[config.mk]
export PLATFORM = sky130hd
export DESIGN_NAME = fbpa_cfg
export DESIGN_NICKNAME = d
export VERILOG_FILES = /design/src/hdl/fixed_block_pool_allocator_macros.svh /design/src/hdl/fbpa_pkg.sv /design/src/hdl/fbpa_cfg.sv
export SDC_FILE = /design/constraint.sdc
export NUM_CORES = 1
export LEC_CHECK = 0
export BUFFER_PORTS_ARGS = -buffer_cell sky130_fd_sc_hd__clkbuf_2
export CAP_MARGIN = 10
export CORE_UTILIZATION = 53
export CTS_BUF_LIST = sky130_fd_sc_hd__clkbuf_8
export DETAILED_ROUTE_END_ITERATION = 16
export PLACE_DENSITY = 0.8
export SLEW_MARGIN = 30
export SYNTH_ARGS = -nofsm -noshare
export SYNTH_HDL_FRONTEND = slang
export SYNTH_SLANG_ARGS = --single-unit
[constraint.sdc]
create_clock -name i_clk -period 5.4 [get_ports i_clk]
set_clock_uncertainty 0.2 [all_clocks]
set_input_delay 0.54 -clock i_clk [delete_from_list [all_inputs] [get_ports i_clk]]
set_output_delay 0.54 -clock i_clk [all_outputs]
set_load 0.005 [all_outputs]
[src/hdl/fixed_block_pool_allocator_macros.svh]
// Assertion macros for the block pool allocator.
// Both forms assume a clock named i_clk and an active-low reset named i_rst_n.
`ifndef FIXED_BLOCK_POOL_ALLOCATOR_MACROS_SVH
`define FIXED_BLOCK_POOL_ALLOCATOR_MACROS_SVH

`ifndef SYNTHESIS

// Same-cycle implication.
`define FBPA_ASSERT_IMPL(label, ante, cons) \
    label: assert property (@(posedge i_clk) disable iff (!i_rst_n) (ante) |-> (cons)) \
        else $error("fbpa assertion failed");

// Next-cycle implication.
`define FBPA_ASSERT_NEXT(label, ante, cons) \
    label: assert property (@(posedge i_clk) disable iff (!i_rst_n) (ante) |=> (cons)) \
        else $error("fbpa assertion failed");

`else

`define FBPA_ASSERT_IMPL(label, ante, cons)
`define FBPA_ASSERT_NEXT(label, ante, cons)

`endif

`endif

[src/hdl/fbpa_pkg.sv]
package fbpa_pkg;

    localparam int MAX_BLOCKS_DEF = 256;

    localparam int ADDR_W    = 32;
    localparam int SIZE_W    = 17;
    localparam int CNT_W     = 9;
    localparam int SPAN_W    = CNT_W + SIZE_W;
    localparam int CFG_IDX_W = 2;

    localparam logic [SIZE_W-1:0] MAX_BLOCK_SIZE = SIZE_W'(65536);
    localparam logic [SIZE_W-1:0] ALIGN_MASK     = SIZE_W'(63);

    localparam logic [ADDR_W-1:0] BASE_RST  = '0;
    localparam logic [SIZE_W-1:0] BSIZE_RST = SIZE_W'(64);
    localparam logic [CNT_W-1:0]  BCOUNT_RST = CNT_W'(256);

    localparam logic [CFG_IDX_W-1:0] CFG_BASE  = CFG_IDX_W'(0);
    localparam logic [CFG_IDX_W-1:0] CFG_SIZE  = CFG_IDX_W'(1);
    localparam logic [CFG_IDX_W-1:0] CFG_COUNT = CFG_IDX_W'(2);

    typedef enum logic [1:0] {
        ST_DONE     = 2'd0,
        ST_EMPTY    = 2'd1,
        ST_BAD_ADDR = 2'd2,
        ST_FULL     = 2'd3
    } t_status;

    typedef struct packed {
        logic              action;
        logic [ADDR_W-1:0] address;
    } t_in;

    typedef struct packed {
        logic [ADDR_W-1:0] block_address;
        t_status           status;
        logic [CNT_W-1:0]  available;
    } t_out;

    // Effective pool configuration seen by the stack logic.
    typedef struct packed {
        logic [ADDR_W-1:0] base;
        logic [SIZE_W-1:0] asize;
        logic [CNT_W-1:0]  ecount;
        logic [SPAN_W-1:0] span;
        logic              refill;
    } t_cfg;

    // Clamp to 1..65536 and round up to a multiple of 64.
    function automatic logic [SIZE_W-1:0] eff_size(input logic [SIZE_W-1:0] s);
        logic [SIZE_W-1:0] c;
        c = s;
        if (c == '0) begin
            c = SIZE_W'(1);
        end else if (c > MAX_BLOCK_SIZE) begin
            c = MAX_BLOCK_SIZE;
        end
        return (c + ALIGN_MASK) & ~ALIGN_MASK;
    endfunction

endpackage

[src/hdl/fbpa_cfg.sv]
module fbpa_cfg
    import fbpa_pkg::*;
#(
    parameter int MAX_BLOCKS = MAX_BLOCKS_DEF
) (
    input  logic                 i_clk,
    input  logic                 i_rst_n,
    input  logic                 i_cfg_we,
    input  logic [CFG_IDX_W-1:0] i_cfg_idx,
    input  logic [ADDR_W-1:0]    i_cfg_wdata,
    output t_cfg                 o_cfg
);

    function automatic logic [CNT_W-1:0] eff_count(input logic [CNT_W-1:0] c);
        logic [CNT_W-1:0] r;
        r = c;
        if (r == '0) begin
            r = CNT_W'(1);
        end else if (32'(r) > MAX_BLOCKS) begin
            r = CNT_W'(MAX_BLOCKS);
        end
        return r;
    endfunction

    localparam logic [SIZE_W-1:0] ASIZE_RST  = eff_size(BSIZE_RST);
    localparam logic [CNT_W-1:0]  ECOUNT_RST = eff_count(BCOUNT_RST);

    logic [ADDR_W-1:0] r_base,   n_base;
    logic [SIZE_W-1:0] r_bsize,  n_bsize;
    logic [CNT_W-1:0]  r_bcount, n_bcount;
    logic [SIZE_W-1:0] r_asize,  n_asize;
    logic [CNT_W-1:0]  r_ecount, n_ecount;
    logic [SPAN_W-1:0] r_span,   n_span;
    logic              r_refill, n_refill;

    always_comb begin
        n_base   = r_base;
        n_bsize  = r_bsize;
        n_bcount = r_bcount;
        n_refill = 1'b0;
        if (i_cfg_we) begin
            unique case (i_cfg_idx)
                CFG_BASE: begin
                    n_base   = i_cfg_wdata;
                    n_refill = 1'b1;
                end
                CFG_SIZE: begin
                    n_bsize  = i_cfg_wdata[SIZE_W-1:0];
                    n_refill = 1'b1;
                end
                CFG_COUNT: begin
                    n_bcount = i_cfg_wdata[CNT_W-1:0];
                    n_refill = 1'b1;
                end
                default: begin
                    // unknown index: ignored, no refill
                end
            endcase
        end
        n_asize  = eff_size(n_bsize);
        n_ecount = eff_count(n_bcount);
        n_span   = SPAN_W'(n_ecount) * SPAN_W'(n_asize);
    end

    always_ff @(posedge i_clk) begin
        if (!i_rst_n) begin
            r_base   <= BASE_RST;
            r_bsize  <= BSIZE_RST;
            r_bcount <= BCOUNT_RST;
            r_asize  <= ASIZE_RST;
            r_ecount <= ECOUNT_RST;
            r_span   <= SPAN_W'(ECOUNT_RST) * SPAN_W'(ASIZE_RST);
            r_refill <= 1'b1;
        end else begin
            r_base   <= n_base;
            r_bsize  <= n_bsize;
            r_bcount <= n_bcount;
            r_asize  <= n_asize;
            r_ecount <= n_ecount;
            r_span   <= n_span;
            r_refill <= n_refill;
        end
    end

    assign o_cfg = '{base:   r_base,
                     asize:  r_asize,
                     ecount: r_ecount,
                     span:   r_span,
                     refill: r_refill};

endmodule

==> flow_metrics.tcl, run 1 <==
set metrics [dict create \
    reg2reg_from "r_bsize[10]" \
    fin_crit_sh 1.04 \
    hp-start "i_cfg_wdata[19]" \
    drive_gt1_frac 0.370 \
    drt-total-wl_um 18200 \
    firstDrtPassIters 5 \
    grt_max_degree 70 \
    pwr-share-clk 0.322 \
    drtIter0Drc 424 \
    synth_ff_type "dfxtp_1" \
    cp_common_cell "fa_1" \
    whs_path_depth 3 \
    antenna_found_initial 0 \
    yosysUniqueCellTypes 54 \
    cpPeakStageDelay_ps 510 \
    grt-ovfl-total 0 \
    cp_top_family "adder cells" \
    die_y_um 114 \
    r2r-end "r_span[24]" \
    clock-sinks 98 \
    drv_slew 0 \
    clock_latency_ps 390 \
    async_flop_share 0 \
    grt_first_pass_wirelength_um 28500 \
    required_ps 5470 \
    ant_nets 0 \
    layout_setup_ws_ps -216 \
    cp-start-kind "flip-flop" \
    io_buffer_count 109 \
    area_growth_pct 38.9 \
    cp_data_arrival_time_ps 5690 \
    rsz0062_at_grt "yes" \
    powerDensity_mw_per_mm2 183 \
    min_period_ps 5620 \
    end_kind "flip-flop" \
    hold_ws_ps 165 \
    drcViolationCount 0 \
    cts_tree "built" \
    worst_pin_slew_ps 725 \
    p_seq_frac 0.447 \
    power.switching_mw 0.503 \
    worstPathMaxFanout 4 \
    path_class "flip-flop to flip-flop" \
    cts.clk_slew.worst_paths_ps 100 \
    final_hold_viol_count 0 \
    synth_area_per_cell_sq_um 8.50 \
    crit_buf_inv 4 \
    p_sw_frac 0.295 \
    final_nets 1177 \
    synthTopCellsByArea "dfxtp_1 29%, fa_1 19%, ha_1 7.5%" \
    clock_path_buffers 2 \
    p_comb_frac 0.230 \
    rows 40 \
    finalSetupTns_ps -1140 \
    path_cells "nor4_1 > nand4_1 > a22oi_2 > buf_4 > xnor2_4 > o211ai_1 > or2_1 > fa_1 > fa_1 > inv_2 > fa_1 > inv_1 > fa_1 > inv_2 > ha_4 > o21a_1 > o31a_1 > o21a_2 > a41oi_2 > xor2_1 > nor2_1" \
    critPathSlowestCell "fa_1" \
    failed_checks "negative setup slack" \
    grt_use_total 0.281 \
    status "finished with violations" \
    synth.top_cell.area_share 0.293 \
    ys_ff_latch 98 \
    die_area_sq_mm 0.0131 \
    cts_buffers 9 \
    yosysSeqAreaShare 0.293 \
    p_leak_nw 4.54 \
    dp_hpwl_um 13000 \
    synth-edff-count 0 \
    finalSetupViolCount 11 \
    maxCapViolCount 0 \
    die_x_um 114 \
    diodes 0 \
    ios 122 \
    synthesis.area_sq_mm 0.00669 \
    fmax_mhz 178 \
    hold_class "primary input to flip-flop" \
    reg2regPathDepth 21 \
    grt_pass1_vias 6113 \
    p_int_mw 1.20 \
    htreeDepth 3 \
    synth_cells 787 \
    synth_top_cell_by_area "dfxtp_1" \
    min_to "r_base[19]" \
    viasPerCell 5.23 \
    globalplace.congestion 0.884 \
    ys_warn_count 0 \
    ctsHoldBuffers 0 \
    maxSlewHeadroom 0.517 \
    vias 6322 \
    core-area_sq_mm 0.0122 \
    avgRoutedWirePerCell_um 15.1 \
    ir_drop_mv 0.161 \
    root_buffer "clkbuf_8" \
    initial_core_util 0.550 \
    reg2reg_setup_slack_ps -220 \
]
## placed cells by master, fill, tap and decap left out, drive strengths merged, types with 8 or more instances in the layout
| cell type | synthesis | routed |
|---|---|---|
| buf | 19 | 164 |
| nor2 | 127 | 127 |
| clkbuf | 26 | 117 |
| nand2 | 114 | 114 |
| dfxtp | 98 | 98 |
| inv | 82 | 84 |
| fa | 64 | 64 |
| a21oi | 51 | 51 |
| ha | 40 | 40 |
| nand2b | 22 | 22 |
| mux2i | 17 | 17 |
| conb | 1 | 12 |
| xnor2 | 11 | 11 |
| o21ai | 11 | 11 |
| and2 | 8 | 8 |
| o21a | 8 | 8 |
| nor4 | 8 | 8 |
| or2 | 8 | 8 |
| nor3 | 8 | 8 |
| xor2 | 8 | 8 |
## how the worst max path moves through the flow
stage                   startpoint    endpoint  cells past startpoint
detailed placement    i_cfg_idx[0]  r_span[25]                     20
CTS                     r_bsize[2]  r_span[24]                     22
floorplan                 i_cfg_we  r_span[17]                     21
global placement      i_cfg_idx[0]  r_span[25]                     20
finish                 r_bsize[10]  r_span[24]                     21
global route        i_cfg_wdata[8]  r_span[24]                     22
## area by class of cell
cell class	instances	area (sq um)
Tap cell	168	210
Multi-Input combinational cell	573	4790
Clock buffer	9	124
Timing Repair Buffer	272	1780
Fill cell	817	2870
Clock inverter	7	105
Inverter	82	308
Sequential cell	98	1970
## flip-flops by register name, summed over array words and instances, names as in the netlist
signal and flops:
r_bcount 9, r_asize 11, r_bsize 17, r_base 32, r_ecount 8, r_refill 1, r_span 20
## tightest hold or removal path, stage by stage
cell and delay [ps]:
clkbuf_2 80, nand2_1 50, a21oi_1 50
## metal layers
layer,routed length (um),share of wire,GRT usage,vias up
met5,0,0,0,-
li1,-,-,-,2987
met1,7240,0.40,0.334,3018
met4,751,0.041,0.132,0
met3,1060,0.058,0.0577,63
met2,9160,0.50,0.486,254
## synthesized netlist by cell type (10+ instances only)
library cell / instances
ha_1: 40
mux2i_1: 17
dfxtp_1: 98
fa_1: 64
nor2_1: 127
nand2b_1: 22
buf_4: 14
a21oi_1: 51
inv_1: 82
xnor2_1: 10
nand2_1: 114
clkbuf_1: 26
## power groups by stage
stage,clock network [mW],registers (mW),logic (mW)
2_1_floorplan,0,0.779,0.187
3_3_place_gp,0,0.777,0.334
3_5_place_dp,0,0.777,0.340
4_1_cts,0.559,0.761,0.365
5_1_grt,0.587,0.765,0.427
6_report,0.549,0.762,0.392
## through the flow
stage,total power [mW],setup WS [ps],instance area [sq um],utilization,instances
2_1_floorplan,0.966,-64.5,6990,-,798
3_3_place_gp,1.11,-493,8570,0.705,1172
3_5_place_dp,1.12,-620,8570,0.705,1172
4_1_cts,1.69,-54.5,9040,0.743,1199
5_1_grt,1.78,-408,9290,0.764,1209
6_report,1.70,-216,9290,0.764,1209
## timing repair
item                                   in CTS  in global routing
pin swaps                                  31                 35
cloned                                      0                  0
endpoints found under the hold margin       0                  0
setup buffers                              11                 10
gates resized for setup                    40                 37
setup endpoints to repair                  11                 14
## cells by family (layout without fill, tap and decap cells)
group | Yosys count | in the layout | synth area share
adders and majority gates | 104 | 104 | 0.266
other | 1 | 12 | 0.000561
xor gates and xnor gates | 19 | 19 | 0.0260
and+or+nand+nor | 317 | 317 | 0.207
DFF | 98 | 98 | 0.293
AOI/OAI and AO/OA | 102 | 102 | 0.0979
buffers and inverters | 127 | 370 | 0.0801
muxes | 19 | 19 | 0.0288
Power figures use the tool's default switching activity.
==> run 2, diff against run 1 <==
--- a/config.mk
+++ b/config.mk
@@ -11,6 +11,7 @@
 export CTS_BUF_LIST = sky130_fd_sc_hd__clkbuf_8
 export DETAILED_ROUTE_END_ITERATION = 16
 export PLACE_DENSITY = 0.8
+export REMOVE_ABC_BUFFERS = 1
 export SLEW_MARGIN = 30
 export SYNTH_ARGS = -nofsm -noshare
 export SYNTH_HDL_FRONTEND = slang
==> run 2 against run 1 <==
  * The run still ends with negative setup slack left
  * Critical path depth grew 3
  * Clock power is 18% lower
  * Core utilization shrank 0.46 points
  * First-iteration DRC count grew 0.71%
  * Combinational power decreased by 3%
  * Cell count fell by 0.58%
  * Flip-flop and latch count unchanged
  * Sequential power barely moved
  * Final area fell by 0.61%
  * Sequential share of layout area increased by 0.13 points
  * Via count is 1.8% lower
  * Non-clock buffer count shrank 6
==> flow_metrics.tcl, run 2 (synthesized netlist as in run 1, its figures left out) <==
set metrics [dict create \
    cts_tree "built" \
    cp-start-kind "primary input" \
    rsz0062_at_grt "yes" \
    drive_gt1_frac 0.374 \
    core-area_sq_mm 0.0122 \
    root_buffer "clkbuf_8" \
    dp_hpwl_um 12700 \
    finalSetupViolCount 9 \
    die_area_sq_mm 0.0131 \
    drcViolationCount 0 \
    fmax_mhz 179 \
    clock-sinks 98 \
    cp_data_arrival_time_ps 5720 \
    required_ps 5510 \
    htreeDepth 3 \
    worstPathMaxFanout 8 \
    status "finished with violations" \
    worst_pin_slew_ps 895 \
    antenna_found_initial 0 \
    path_class "primary input to flip-flop" \
    io_buffer_count 109 \
    firstDrtPassIters 4 \
    min_period_ps 5600 \
    viasPerCell 5.17 \
    grt_max_degree 84 \
    diodes 0 \
    ir_drop_mv 0.127 \
    grt-ovfl-total 0 \
    area_growth_pct 38.1 \
    ios 122 \
    hold_class "primary input to flip-flop" \
    initial_core_util 0.550 \
    failed_checks "negative setup slack" \
    final_hold_viol_count 0 \
    grt_pass1_vias 5803 \
    mostFrequentLayoutCell "buf_4" \
    layout_setup_ws_ps -202 \
    finish.utilization 0.759 \
    largest-register "r_base" \
    grt_use_total 0.275 \
    drv_slew 0 \
    grt_first_pass_wirelength_um 28100 \
    rows 40 \
    globalplace.congestion 0.895 \
    cts.clk_slew.worst_paths_ps 100 \
    drtIter0Drc 427 \
    die_y_um 114 \
    end_kind "flip-flop" \
    fill_cells 845 \
    maxSlewHeadroom 0.403 \
    clock_path_buffers 2 \
    ant_nets 0 \
    layout_common_cells "145 x buf_4, 115 x nor2_1, 107 x nand2_1, 107 x clkbuf_2, 94 x dfxtp_1" \
    reg_top3 "r_base: 32 flops, r_span: 20 flops, r_bsize: 17 flops" \
    vias 6210 \
    fin_crit_sh 1.04 \
    drt-total-wl_um 17900 \
    final_nets 1171 \
    ctsHoldBuffers 0 \
    p_leak_nw 4.48 \
    avgRoutedWirePerCell_um 14.9 \
    hold_ws_ps 160 \
    maxCapViolCount 0 \
    clock_latency_ps 390 \
    cts_buffers 9 \
    largest_register_ff_count 32 \
    die_x_um 114 \
    powerDensity_mw_per_mm2 172 \
]
run 2: critical path, cell delays in order:
cell      delay (ps)
clkbuf_2         110
and3b_2          320
a211oi_4         280
buf_6            160
o221ai_4         120
buf_4            160
o31ai_4          220
and3_4           270
nand2_2           70
fa_2             540
inv_1             60
fa_2             380
fa_1             480
inv_1             50
fa_1             530
inv_1             70
ha_4             170
nor3_4           190
buf_6            130
o211ai_1         150
nand3_2          140
a31oi_1           90
or3_1            330
a21oi_2          120
run 2: power breakdown:
part	internal [mW]	leakage, nW	total, mW	switching [mW]
logic	0.178	3.61	0.379	0.202
registers	0.750	0.797	0.761	0.0119
clock network	0.169	0.0759	0.448	0.279
run 2: worst paths after layout:
path | from | end | slack (ps) | cells after the start
max | i_cfg_idx[0] | r_span[25] | -200 | 24
min | i_cfg_wdata[26] | r_base[26] | 160 | 3
max reg2reg | r_bsize[7] | r_span[25] | -190 | 23
min reg2reg | r_base[4] | r_base[4] | 260 | 2
run 2: final cells by class:
type	instances	area, sq um	share of cell area
clock buffers	9	124	0.0134
clock inverters	6	50.0	0.00542
inverters	82	308	0.0333
multi-input cells	573	4790	0.519
flip-flops and latches	98	1970	0.213
well taps	168	210	0.0228
repair buffers	266	1780	0.193
run 2: through the flow:
| stage | setup TNS, ps | setup slack [ps] | area [sq um] | power (mW) | std cells |
|---|---|---|---|---|---|
| floorplan | -7020 | -745 | 6500 | 0.934 | 753 |
| global placement | -6960 | -719 | 8270 | 1.09 | 1165 |
| detailed placement | -7560 | -793 | 8270 | 1.10 | 1165 |
| CTS | -553 | -144 | 8870 | 1.57 | 1193 |
| global route | -3160 | -422 | 9230 | 1.67 | 1202 |
| finish | -1060 | -202 | 9230 | 1.59 | 1202 |
run 2: what timing repair did:
action                                 CTS  global route
gates cloned                             0             0
endpoints found under the hold margin    0             0
gates resized for setup                 68            70
pin swaps                               47            64
buffers inserted                        13            10
setup endpoints to repair               11            12
run 2: metal layers:
layer	track usage	up-vias	part of all wire
met5	0	-	0
met3	0.0508	24	0.056
met1	0.374	2994	0.43
li1	-	2972	-
met2	0.448	220	0.50
met4	0.0848	0	0.014
==> run 3, diff against run 2 <==
--- a/config.mk
+++ b/config.mk
@@ -7,10 +7,9 @@
 export LEC_CHECK = 0
 export BUFFER_PORTS_ARGS = -buffer_cell sky130_fd_sc_hd__clkbuf_2
 export CAP_MARGIN = 10
-export CORE_UTILIZATION = 53
+export CORE_UTILIZATION = 30
 export CTS_BUF_LIST = sky130_fd_sc_hd__clkbuf_8
 export DETAILED_ROUTE_END_ITERATION = 16
-export PLACE_DENSITY = 0.8
 export REMOVE_ABC_BUFFERS = 1
 export SLEW_MARGIN = 30
 export SYNTH_ARGS = -nofsm -noshare
==> run 3 against run 2 <==
  * The run still ends with negative setup slack left
  * Cell count up 9.4%
  * Critical path depth is 2 lower
  * Maximum frequency decreased by 0.96%
  * Total power rose by 4.3%
  * Sequential share of layout area decreased by 0.28 points
  * Setup slack got worse by 54 ps
  * Combinational power is 1% lower
  * Via count is 4.1% lower
  * Critical path type is now flip-flop to flip-flop
  * Largest power group unchanged
==> flow_metrics.tcl, run 3 (synthesized netlist as in run 1, its figures left out) <==
set metrics [dict create \
    area_growth_pct 40.2 \
    drive_gt1_frac 0.381 \
    core-area_sq_mm 0.0218 \
    die_y_um 151 \
    largest-register "r_base" \
    layout_setup_ws_ps -256 \
    cp_data_arrival_time_ps 5790 \
    pwr-share-clk 0.314 \
    reg_top3 "r_base: 32 flops, r_span: 20 flops, r_bsize: 17 flops" \
    failed_checks "negative setup slack" \
    required_ps 5530 \
    p_sw_frac 0.296 \
    cts.clk_slew.worst_paths_ps 100 \
    vias 5956 \
    ios 122 \
    status "finished with violations" \
    ctsHoldBuffers 0 \
    die_area_sq_mm 0.0229 \
    viasPerCell 4.53 \
    grt_first_pass_wirelength_um 29600 \
    mostFrequentLayoutCell "buf_4" \
    grt-ovfl-total 0 \
    drt-total-wl_um 17900 \
    drtIter0Drc 134 \
    worst_pin_slew_ps 705 \
    cts_buffers 9 \
    htreeDepth 3 \
    grt_pass1_vias 5993 \
    globalplace.congestion 0.879 \
    cp-start-kind "flip-flop" \
    antenna_found_initial 0 \
    ant_nets 0 \
    drv_slew 0 \
    rows 54 \
    drcViolationCount 0 \
    maxCapViolCount 0 \
    path_class "flip-flop to flip-flop" \
    final_hold_viol_count 0 \
    diodes 0 \
    p_comb_frac 0.226 \
    dp_hpwl_um 13800 \
    avgRoutedWirePerCell_um 13.6 \
    final_nets 1171 \
    clock-sinks 98 \
    p_int_mw 1.17 \
    root_buffer "clkbuf_8" \
    end_kind "flip-flop" \
    worstPathMaxFanout 5 \
    largest_register_ff_count 32 \
    p_leak_nw 4.57 \
    cts_tree "built" \
    finalSetupViolCount 10 \
    io_buffer_count 109 \
    dp_slack_ps -867 \
    die_x_um 151 \
    grt_max_degree 46 \
    p_seq_frac 0.459 \
    grt_use_total 0.166 \
    total_power_mw 1.66 \
    firstDrtPassIters 4 \
    power.switching_mw 0.491 \
    min_period_ps 5660 \
    powerDensity_mw_per_mm2 177 \
    clock_path_buffers 2 \
    hold_class "primary input to flip-flop" \
    layout_common_cells "150 x buf_4, 114 x nor2_1, 111 x nand2_1" \
    clock_latency_ps 400 \
    rsz0062_at_grt "yes" \
    fmax_mhz 177 \
    maxSlewHeadroom 0.529 \
    finalSetupTns_ps -1360 \
    fin_crit_sh 1.05 \
    ir_drop_mv 0.0897 \
    initial_core_util 0.306 \
]
==> run 3: layer usage <==
layer  global-route usage  vias up  part of all wire
met5                    0        -                 0
met4               0.0535        0             0.019
met3               0.0280       18             0.041
met2                0.290      122              0.50
met1                0.207     2845              0.44
li1                     -     2971                 -
==> run 3: cell type report <==
class	count	area [sq um]
clock buffer	11	151
clock inverter	5	60.1
fill	2184	12500
inverter	82	308
multi-input combinational	573	4770
sequential	98	1970
tap	280	350
timing repair buffer	266	1760
==> run 3: through the flow <==
step,cell area [sq um],cells,hold WS (ps),utilization
5_1_grt,9370,1315,146,0.429
2_1_floorplan,6500,753,236,-
3_5_place_dp,8430,1278,246,0.386
4_1_cts,9000,1304,135,0.412
3_3_place_gp,8430,1278,241,0.386
6_report,9370,1315,150,0.429
==> run 3: timing repair <==
item                                    in CTS  in global routing
hold endpoints to repair                     0                  0
resized for setup                           65                 68
endpoints found under the setup margin      13                 12
setup buffers                               12                 12
pin swaps                                   55                 62
==> run 3: critical path, cell delays in order, from the launching register on <==
cell      delay, ps
dfxtp_2         370
nor4_4           50
buf_4           150
a211oi_4        400
o221ai_4        200
or2_4           280
xnor2_2         140
buf_6           130
nand2b_4        140
fa_2            360
fa_1            540
inv_1            50
fa_1            560
inv_2            50
fa_1            550
inv_2            50
ha_4            230
o21a_1          190
o211a_1         230
nand3_2         100
a31oi_2         110
or3_4           390
a21oi_2         110
==> run 3: worst paths after layout <==
check,from,endpoint,slack (ps),cells past startpoint
worst max-delay path,r_bsize[3],r_span[25],-260,22
worst min-delay path,i_cfg_wdata[30],r_base[30],150,3
worst max register to register,r_bsize[3],r_span[25],-260,22
worst min register to register,r_base[25],r_base[25],260,2
==> run 3: power groups by stage <==
stage | combinational [mW] | clock (mW) | sequential [mW]
final | 0.375 | 0.521 | 0.761
after global routing | 0.416 | 0.574 | 0.765
after detailed placement | 0.328 | 0 | 0.777
after floorplan | 0.155 | 0 | 0.779
after CTS | 0.355 | 0.545 | 0.762
after global placement | 0.328 | 0 | 0.777
